$ cat src/rtl/core/llagp_pkg.sv
// ----------------------------------------------------------------------------
// llagp_pkg
// Shared types, constants and elaboration-time table functions for the
// latitude/longitude/altitude to Cartesian point pipeline.
// ----------------------------------------------------------------------------
package llagp_pkg;

    // field widths
    localparam int LAT_W    = 16;
    localparam int LON_W    = 17;
    localparam int ALT_W    = 16;
    localparam int RADIUS_W = 24;
    localparam int R_W      = 26;   // signed radius after altitude term
    localparam int ANGLE_W  = 32;   // Q24 degrees after folding
    localparam int WRAP_W   = 35;   // Q24 degrees before wrapping
    localparam int TRIG_W   = 32;   // Q30 sine and cosine
    localparam int POINT_W  = 26;

    localparam int IN_DATA_W  = 56;
    localparam int OUT_DATA_W = 80;

    // Q24 degree constants
    localparam logic signed [WRAP_W-1:0] ANG_90  = 35'sd1509949440;
    localparam logic signed [WRAP_W-1:0] ANG_180 = 35'sd3019898880;
    localparam logic signed [WRAP_W-1:0] ANG_360 = 35'sd6039797760;

    // altitude term: round(alt * 65536 / 275000) = floor((|alt|*2^14 + 34375) / 68750)
    localparam int ALT_NUM_W   = 30;
    localparam int ALT_PROD_W  = 61;
    localparam int ALT_Q_W     = 13;
    localparam logic [63:0] ALT_DIV   = 64'd68750;
    localparam logic [63:0] ALT_BIAS  = 64'd34375;
    localparam int          ALT_SHIFT = 47;
    localparam logic [30:0] ALT_RECIP =
        31'(((64'd1 << ALT_SHIFT) + ALT_DIV - 64'd1) / ALT_DIV);

    localparam logic [63:0] PI_Q60 = 64'h3243F6A8885A308D;
    localparam int TABLE_LOOPS = 32;

    // stage payload from the front end into the rotator
    typedef struct packed {
        logic signed [ANGLE_W-1:0] z_lat;
        logic                      neg_lat;
        logic signed [ANGLE_W-1:0] z_lon;
        logic                      neg_lon;
        logic signed [R_W-1:0]     radius;
    } angle_item_t;

    // stage payload from the rotator into the product stages
    typedef struct packed {
        logic signed [TRIG_W-1:0] sin_lat;
        logic signed [TRIG_W-1:0] cos_lat;
        logic signed [TRIG_W-1:0] sin_lon;
        logic signed [TRIG_W-1:0] cos_lon;
        logic signed [R_W-1:0]    radius;
    } trig_item_t;

    // one result point
    typedef struct packed {
        logic signed [POINT_W-1:0] z;
        logic signed [POINT_W-1:0] y;
        logic signed [POINT_W-1:0] x;
    } point_t;

    // unsigned restoring division for the table functions
    function automatic logic [63:0] udiv64(input logic [63:0] num, input logic [63:0] den);
        logic [63:0] rem;
        logic [63:0] quo;
        int          i;
        rem = '0;
        quo = '0;
        for (i = 63; i >= 0; i--)
        begin
            rem = {rem[62:0], num[i]};
            quo = quo << 1;
            if (rem >= den)
            begin
                rem    = rem - den;
                quo[0] = 1'b1;
            end
        end
        return quo;
    endfunction

    // arctangent of 2^-idx in Q24 degrees, rounded
    function automatic logic [63:0] atan_q24(input int idx);
        logic [63:0] sum;
        logic [63:0] rem;
        logic [63:0] q;
        logic [63:0] term;
        int          e;
        int          k;
        sum = '0;
        q   = '0;
        if (idx == 0)
        begin
            return 64'd45 << 24;
        end
        // series for atan in Q62
        for (k = 0; k < TABLE_LOOPS; k++)
        begin
            e = 62 - idx * (2 * k + 1);
            if (e >= 0)
            begin
                term = udiv64(64'd1 << e, 64'(2 * k + 1));
                if ((k & 1) == 1)
                begin
                    sum = sum - term;
                end
                else
                begin
                    sum = sum + term;
                end
            end
        end
        // long division by pi gives radians / pi in Q40 steps
        rem = sum;
        for (k = 0; k < 40; k++)
        begin
            rem = rem << 1;
            q   = q << 1;
            if (rem >= PI_Q60)
            begin
                rem  = rem - PI_Q60;
                q[0] = 1'b1;
            end
        end
        return (64'd45 * q + (64'd1 << 15)) >> 16;
    endfunction

    // inverse rotator gain in Q30 for a given step count
    function automatic logic [63:0] gain_inv_q30(input int steps);
        logic [63:0] g2;
        logic [63:0] v;
        logic [63:0] res;
        logic [63:0] bitv;
        logic [63:0] g;
        int          i;
        g2 = 64'd1 << 60;
        for (i = 0; i < TABLE_LOOPS; i++)
        begin
            if (i < steps && 2 * i < 61)
            begin
                g2 = g2 + (g2 >> (2 * i));
            end
        end
        // integer square root
        v    = g2;
        res  = '0;
        bitv = 64'd1 << 62;
        for (i = 0; i < TABLE_LOOPS; i++)
        begin
            if (bitv > v)
            begin
                bitv = bitv >> 2;
            end
        end
        for (i = 0; i < TABLE_LOOPS; i++)
        begin
            if (bitv != 0)
            begin
                if (v >= res + bitv)
                begin
                    v   = v - (res + bitv);
                    res = (res >> 1) + bitv;
                end
                else
                begin
                    res = res >> 1;
                end
                bitv = bitv >> 2;
            end
        end
        g = res;
        return udiv64((64'd1 << 60) + (g >> 1), g);
    endfunction

endpackage

$ cat src/rtl/core/llagp_front.sv
// ----------------------------------------------------------------------------
// llagp_front
// Input register, radius computation and angle wrap/fold, four stages.
// ----------------------------------------------------------------------------
module llagp_front
    import llagp_pkg::*;
(
    input  logic                     clk,
    input  logic                     rst_n,
    input  logic                     adv,
    input  logic                     in_valid,
    input  logic signed [LAT_W-1:0]  latitude,
    input  logic signed [LON_W-1:0]  longitude,
    input  logic signed [ALT_W-1:0]  altitude,
    input  logic [RADIUS_W-1:0]      sphere_radius,
    output logic                     out_valid,
    output angle_item_t              out_item
);

    // stage 0: input register
    logic                     v0_reg;
    logic signed [LAT_W-1:0]  lat0_reg;
    logic signed [LON_W-1:0]  lon0_reg;
    logic signed [ALT_W-1:0]  alt0_reg;

    // stage 1: altitude numerator, wrapped angles
    logic                        v1_reg;
    logic [ALT_NUM_W-1:0]        num1_reg;
    logic                        aneg1_reg;
    logic signed [WRAP_W-1:0]    zlat1_reg;
    logic signed [WRAP_W-1:0]    zlon1_reg;

    // stage 2: reciprocal product, folded angles
    logic                        v2_reg;
    logic [ALT_PROD_W-1:0]       prod2_reg;
    logic                        aneg2_reg;
    logic signed [ANGLE_W-1:0]   zlat2_reg;
    logic signed [ANGLE_W-1:0]   zlon2_reg;
    logic                        nlat2_reg;
    logic                        nlon2_reg;

    // stage 3: radius
    logic                        v3_reg;
    angle_item_t                 item3_reg;

    logic [ALT_W-1:0]            alt_abs;
    logic [ALT_NUM_W-1:0]        num_next;
    logic signed [WRAP_W-1:0]    zlat_raw;
    logic signed [WRAP_W-1:0]    zlon_raw;
    logic signed [WRAP_W-1:0]    zlat_wrap;
    logic signed [WRAP_W-1:0]    zlon_wrap;
    logic signed [WRAP_W-1:0]    zlat_fold;
    logic signed [WRAP_W-1:0]    zlon_fold;
    logic                        nlat_fold;
    logic                        nlon_fold;
    logic [ALT_Q_W-1:0]          alt_q;
    logic signed [ALT_Q_W:0]     adj;
    logic signed [R_W-1:0]       radius_next;

    // wrap into [-180, 180)
    function automatic logic signed [WRAP_W-1:0] wrap_deg(input logic signed [WRAP_W-1:0] z);
        logic signed [WRAP_W-1:0] w;
        w = z;
        priority if (w >= ANG_180)
        begin
            w = w - ANG_360;
        end
        else if (w < -ANG_180)
        begin
            w = w + ANG_360;
        end
        return w;
    endfunction

    // stage 1 logic
    always_comb
    begin
        alt_abs   = alt0_reg[ALT_W-1] ? (~alt0_reg + 1'b1) : alt0_reg;
        num_next  = {alt_abs, 14'b0} + ALT_NUM_W'(ALT_BIAS);
        zlat_raw  = {{(WRAP_W - LAT_W - 16){lat0_reg[LAT_W-1]}}, lat0_reg, 16'b0};
        zlon_raw  = {{(WRAP_W - LON_W - 16){lon0_reg[LON_W-1]}}, lon0_reg, 16'b0};
        zlat_wrap = wrap_deg(zlat_raw);
        zlon_wrap = wrap_deg(zlon_raw);
    end

    // stage 2 logic: fold beyond +-90 by 180 degrees
    always_comb
    begin
        zlat_fold = zlat1_reg;
        nlat_fold = 1'b0;
        priority if (zlat1_reg > ANG_90)
        begin
            zlat_fold = zlat1_reg - ANG_180;
            nlat_fold = 1'b1;
        end
        else if (zlat1_reg < -ANG_90)
        begin
            zlat_fold = zlat1_reg + ANG_180;
            nlat_fold = 1'b1;
        end
        zlon_fold = zlon1_reg;
        nlon_fold = 1'b0;
        priority if (zlon1_reg > ANG_90)
        begin
            zlon_fold = zlon1_reg - ANG_180;
            nlon_fold = 1'b1;
        end
        else if (zlon1_reg < -ANG_90)
        begin
            zlon_fold = zlon1_reg + ANG_180;
            nlon_fold = 1'b1;
        end
    end

    // stage 3 logic: quotient, sign, radius sum
    always_comb
    begin
        alt_q       = prod2_reg[ALT_SHIFT+ALT_Q_W-1:ALT_SHIFT];
        adj         = aneg2_reg ? -$signed({1'b0, alt_q}) : $signed({1'b0, alt_q});
        radius_next = $signed({{(R_W - RADIUS_W){1'b0}}, sphere_radius})
                    + {{(R_W - ALT_Q_W - 1){adj[ALT_Q_W]}}, adj};
    end

    // valid chain
    always_ff @(posedge clk or negedge rst_n)
    begin
        if (!rst_n)
        begin
            v0_reg <= 1'b0;
            v1_reg <= 1'b0;
            v2_reg <= 1'b0;
            v3_reg <= 1'b0;
        end
        else if (adv)
        begin
            v0_reg <= in_valid;
            v1_reg <= v0_reg;
            v2_reg <= v1_reg;
            v3_reg <= v2_reg;
        end
    end

    // payload registers
    always_ff @(posedge clk)
    begin
        if (adv)
        begin
            lat0_reg  <= latitude;
            lon0_reg  <= longitude;
            alt0_reg  <= altitude;

            num1_reg  <= num_next;
            aneg1_reg <= alt0_reg[ALT_W-1];
            zlat1_reg <= zlat_wrap;
            zlon1_reg <= zlon_wrap;

            prod2_reg <= num1_reg * ALT_RECIP;
            aneg2_reg <= aneg1_reg;
            zlat2_reg <= zlat_fold[ANGLE_W-1:0];
            zlon2_reg <= zlon_fold[ANGLE_W-1:0];
            nlat2_reg <= nlat_fold;
            nlon2_reg <= nlon_fold;

            item3_reg.z_lat   <= zlat2_reg;
            item3_reg.neg_lat <= nlat2_reg;
            item3_reg.z_lon   <= zlon2_reg;
            item3_reg.neg_lon <= nlon2_reg;
            item3_reg.radius  <= radius_next;
        end
    end

    assign out_valid = v3_reg;
    assign out_item  = item3_reg;

endmodule

$ cat config.mk
export PLATFORM = sky130hd
export DESIGN_NAME = llagp_front
export DESIGN_NICKNAME = d
export VERILOG_FILES = /design/src/rtl/core/llagp_pkg.sv /design/src/rtl/core/llagp_front.sv
export SDC_FILE = /design/constraint.sdc
export NUM_CORES = 1
export LEC_CHECK = 0
export ABC_CLOCK_PERIOD_IN_PS = 7400
export BUFFER_PORTS_ARGS = -buffer_cell sky130_fd_sc_hd__buf_2
export CAP_MARGIN = 0
export CORE_ASPECT_RATIO = 1.4
export CORE_UTILIZATION = 61
export CTS_CLUSTER_SIZE = 8
export DETAILED_ROUTE_END_ITERATION = 12
export GPL_TIMING_DRIVEN = 0
export PLACE_DENSITY = 0.83
export SLEW_MARGIN = 20
export SYNTH_ARGS = -nofsm -noshare
export SYNTH_HDL_FRONTEND = slang
export SYNTH_SLANG_ARGS = --single-unit
$ cat constraint.sdc
create_clock -name clk -period 7.4 [get_ports clk]
set_clock_uncertainty 0.2 [all_clocks]
set_input_delay 0.37 -clock clk [delete_from_list [all_inputs] [get_ports clk]]
set_output_delay 0.37 -clock clk [all_outputs]
set_load 0.01 [all_outputs]
==> impl_metrics.py <==
metrics = {
    "final_layout": {
        "area_growth_pct": 16.5,
        "largest_reg_flops": 60,
        "nFillCells": 1686,
        "finalNetCount": 2096,
        "layout.cells.most_common_list": "ha_1, edfxtp_1, inv_1",
        "postLayoutCoreUtil_pct": 72.5,
        "num_antenna_cells": 0,
        "final_common_cell": "ha_1",
        "drive_gt1_share_pct": 13.9,
    },
    "flow_run": {
        "maxCapViolCount": 0,
    },
    "yosys": {
        "synth_compound_area_share_pct": 9.18,
        "yosysTopAreaCell": "edfxtp_1",
        "ys_warn_count": 0,
        "synth_area_leaders": "edfxtp_1, ha_1, fa_1, inv_1, xnor2_1",
        "synthesis.area_sq_um": 16300,
        "synth_cell_type_count": 69,
        "ys_async_sr_fraction_pct": 1.86,
        "yosys.area.top_type_share_pct": 38.9,
        "synth_ff_type": "edfxtp_1",
        "yosysSeqAreaShare_pct": 39.5,
        "synth_seq_cells": 215,
        "synth_simple_gate_area_share_pct": 7.15,
        "synth-xor-area-share_pct": 4.45,
        "synth-edff-count": 211,
        "synth.avg_cell_area_sq_um": 11.8,
        "netlist_instances": 1381,
        "synth_top_family_by_area": "adder cells",
        "synthAdderAreaFrac_pct": 32.9,
        "synth_mux_area_share_pct": 0.399,
    },
    "global_routing": {
        "grtUsageTotal_pct": 23.5,
        "gr-usage-met1_pct": 24.2,
        "grt_pass1_wl_microns": 51500,
        "overflow": 0,
        "busiest_layer": "met2",
        "grt_max_degree": 110,
        "grt_antenna_before_repair": 0,
        "use_met3_pct": 2.82,
        "grt_pass1_vias": 11600,
        "met2_usage_pct": 46.9,
    },
    "power": {
        "ir_drop_mv": 0.436,
        "power_density_nw_per_um2": 496,
        "p_leak_nw": 8.89,
    },
    "route": {
        "first_pass_iters": 5,
        "drtIter0Drc": 480,
        "wl_microns": 31600,
        "wl_per_cell_microns": 16.0,
        "vias": 11200,
        "avgViaCountPerCell": 5.64,
        "remaining_drc_errors": 0,
        "antenna_left": 0,
    },
    "cts": {
        "cts_buffers": 30,
        "clock_path_buffers": 3,
        "cts-root-buf": "clkbuf_16",
        "htree_levels": 1,
        "cts_tree": "done",
        "cts.reportedPaths.clkPinSlew_ns": 0.06,
        "worstSkewPairLatency_ns": 0.55,
        "clock_sinks": 215,
    },
    "place": {
        "dpl.hpwl_microns": 23200,
        "place_congestion": 0.900,
        "io_buffers": 137,
    },
    "sta": {
        "setup_violations": 0,
        "fin_crit_ns": 7.09,
        "slew_viol_final": 0,
        "finalHoldViolCount": 0,
        "timing.fmax_mhz": 141,
        "final.period_utilization_pct": 95.8,
        "relSlewSlack_pct": 47.7,
        "worst_pin_slew_ns": 0.785,
        "hold_ws_ns": 0.0884,
    },
    "floorplan": {
        "die_width_microns": 140,
        "io_pins": 170,
        "die_y_microns": 195,
        "rows": 70,
        "dieArea_sq_um": 27400,
        "start_util_pct": 62.2,
        "core_area_sq_um": 26200,
    },
    "critical_path": {
        "crit_arrival_ns": 7.23,
        "r2r_setup_slack_ns": 0.31,
        "critPathMaxFanout": 7,
        "critPathKind": "register to register",
        "crit_required_ns": 7.54,
        "worstSetupStartpointType": "register",
        "end_kind": "register",
    },
    "min_path": {
        "hp-class": "input port to register",
    },
    "outcome": {
        "run_status": "completed",
    },
}
[critical path, cell delays in order (launching register included)]
cell and delay [ns]:
edfxtp_1 0.65, inv_1 0.27, fa_1 0.58, inv_1 0.06, fa_1 0.50, fa_1 0.54
inv_1 0.05, fa_1 0.49, inv_1 0.06, ha_1 0.30, ha_1 0.30, ha_1 0.30
ha_1 0.30, ha_1 0.34, a21oi_1 0.20, o22ai_1 0.11, a311o_1 0.32, a21o_1 0.21
a311oi_2 0.39, nor2_1 0.20, or3_1 0.40, o311ai_0 0.09
[layer usage]
layer | wire [microns] | share of wire (%)
met5 | 0 | 0
met4 | 1290 | 4.1
met2 | 17700 | 56
met3 | 1300 | 4.1
met1 | 11400 | 36
[cells in the mapped netlist, types with 11 or more instances]
library cell	instances
a21o_1	24
a31oi_1	14
or3_1	14
a21oi_1	65
edfxtp_1	211
buf_4	32
clkbuf_1	16
fa_1	89
nand2_1	57
a211oi_1	14
xnor2_1	61
nand3_1	22
xor2_1	20
ha_1	286
nand4_1	12
nor4_1	11
nor2_1	50
o21ai_0	47
inv_1	192
nor3_1	18
[kinds of logic (layout without fill, tap and decap cells)]
kind of cell | Yosys count | count (layout)
multiplexers | 6 | 6
XOR/XNOR | 82 | 82
adder cells (fa/ha/maj) | 375 | 375
AO/OA/AOI/OAI | 230 | 230
AND/OR/NAND/NOR | 228 | 228
flip-flops | 215 | 215
other | 1 | 32
buffers and inverters | 244 | 491
[what timing repair did]
| item | CTS | global route |
|---|---|---|
| endpoints found under the setup margin | 0 | 5 |
| buffers inserted | 0 | 8 |
| gates resized for setup | 0 | 2 |
| endpoints found under the hold margin | 56 | 0 |
| hold buffers | 54 | 0 |
[final timing paths]
kind                                  start             to  depth (start not counted)
min in group asynchronous             rst_n         v2_reg                          3
min                        sphere_radius[3]    out_item[3]                          3
min reg2reg                     lat0_reg[2]  zlat1_reg[18]                          0
max                            num1_reg[15]  prod2_reg[58]                         21
max reg2reg                    num1_reg[15]  prod2_reg[58]                         21
max in group asynchronous             rst_n         v1_reg                          3
[report_power, final]
group	switching [mW]	internal, mW	total (mW)
Clock	0.482	0.741	1.22
Sequential	0.118	1.73	1.85
Combinational	3.60	2.75	6.35
[layout make-up]
cell class                 count  area (sq um)  area share [%]
timing repair buffer         200          1320            6.97
tap                          324           405            2.13
clock buffer                  46           811            4.27
clock inverter                 1          30.0           0.158
buffer                        51           320            1.69
sequential                   215          6440            33.9
multi-input combinational    953          8940            47.1
inverter                     193           728            3.83
[per-stage QoR]
step	cells	area (sq um)	power [mW]	worst slack [ns]	setup TNS, ns
after global routing	1983	19000	10.4	-0.0126	-0.0126
final	1983	19000	9.42	0.311	0
after global placement	1873	17500	7.83	0.173	0
after detailed placement	1874	17500	8.04	0.0447	0
after CTS	1975	18900	9.43	0.000805	0
after floorplan	1412	16400	6.65	1.00	0
No activity file was read; power rests on OpenSTA's default activity.
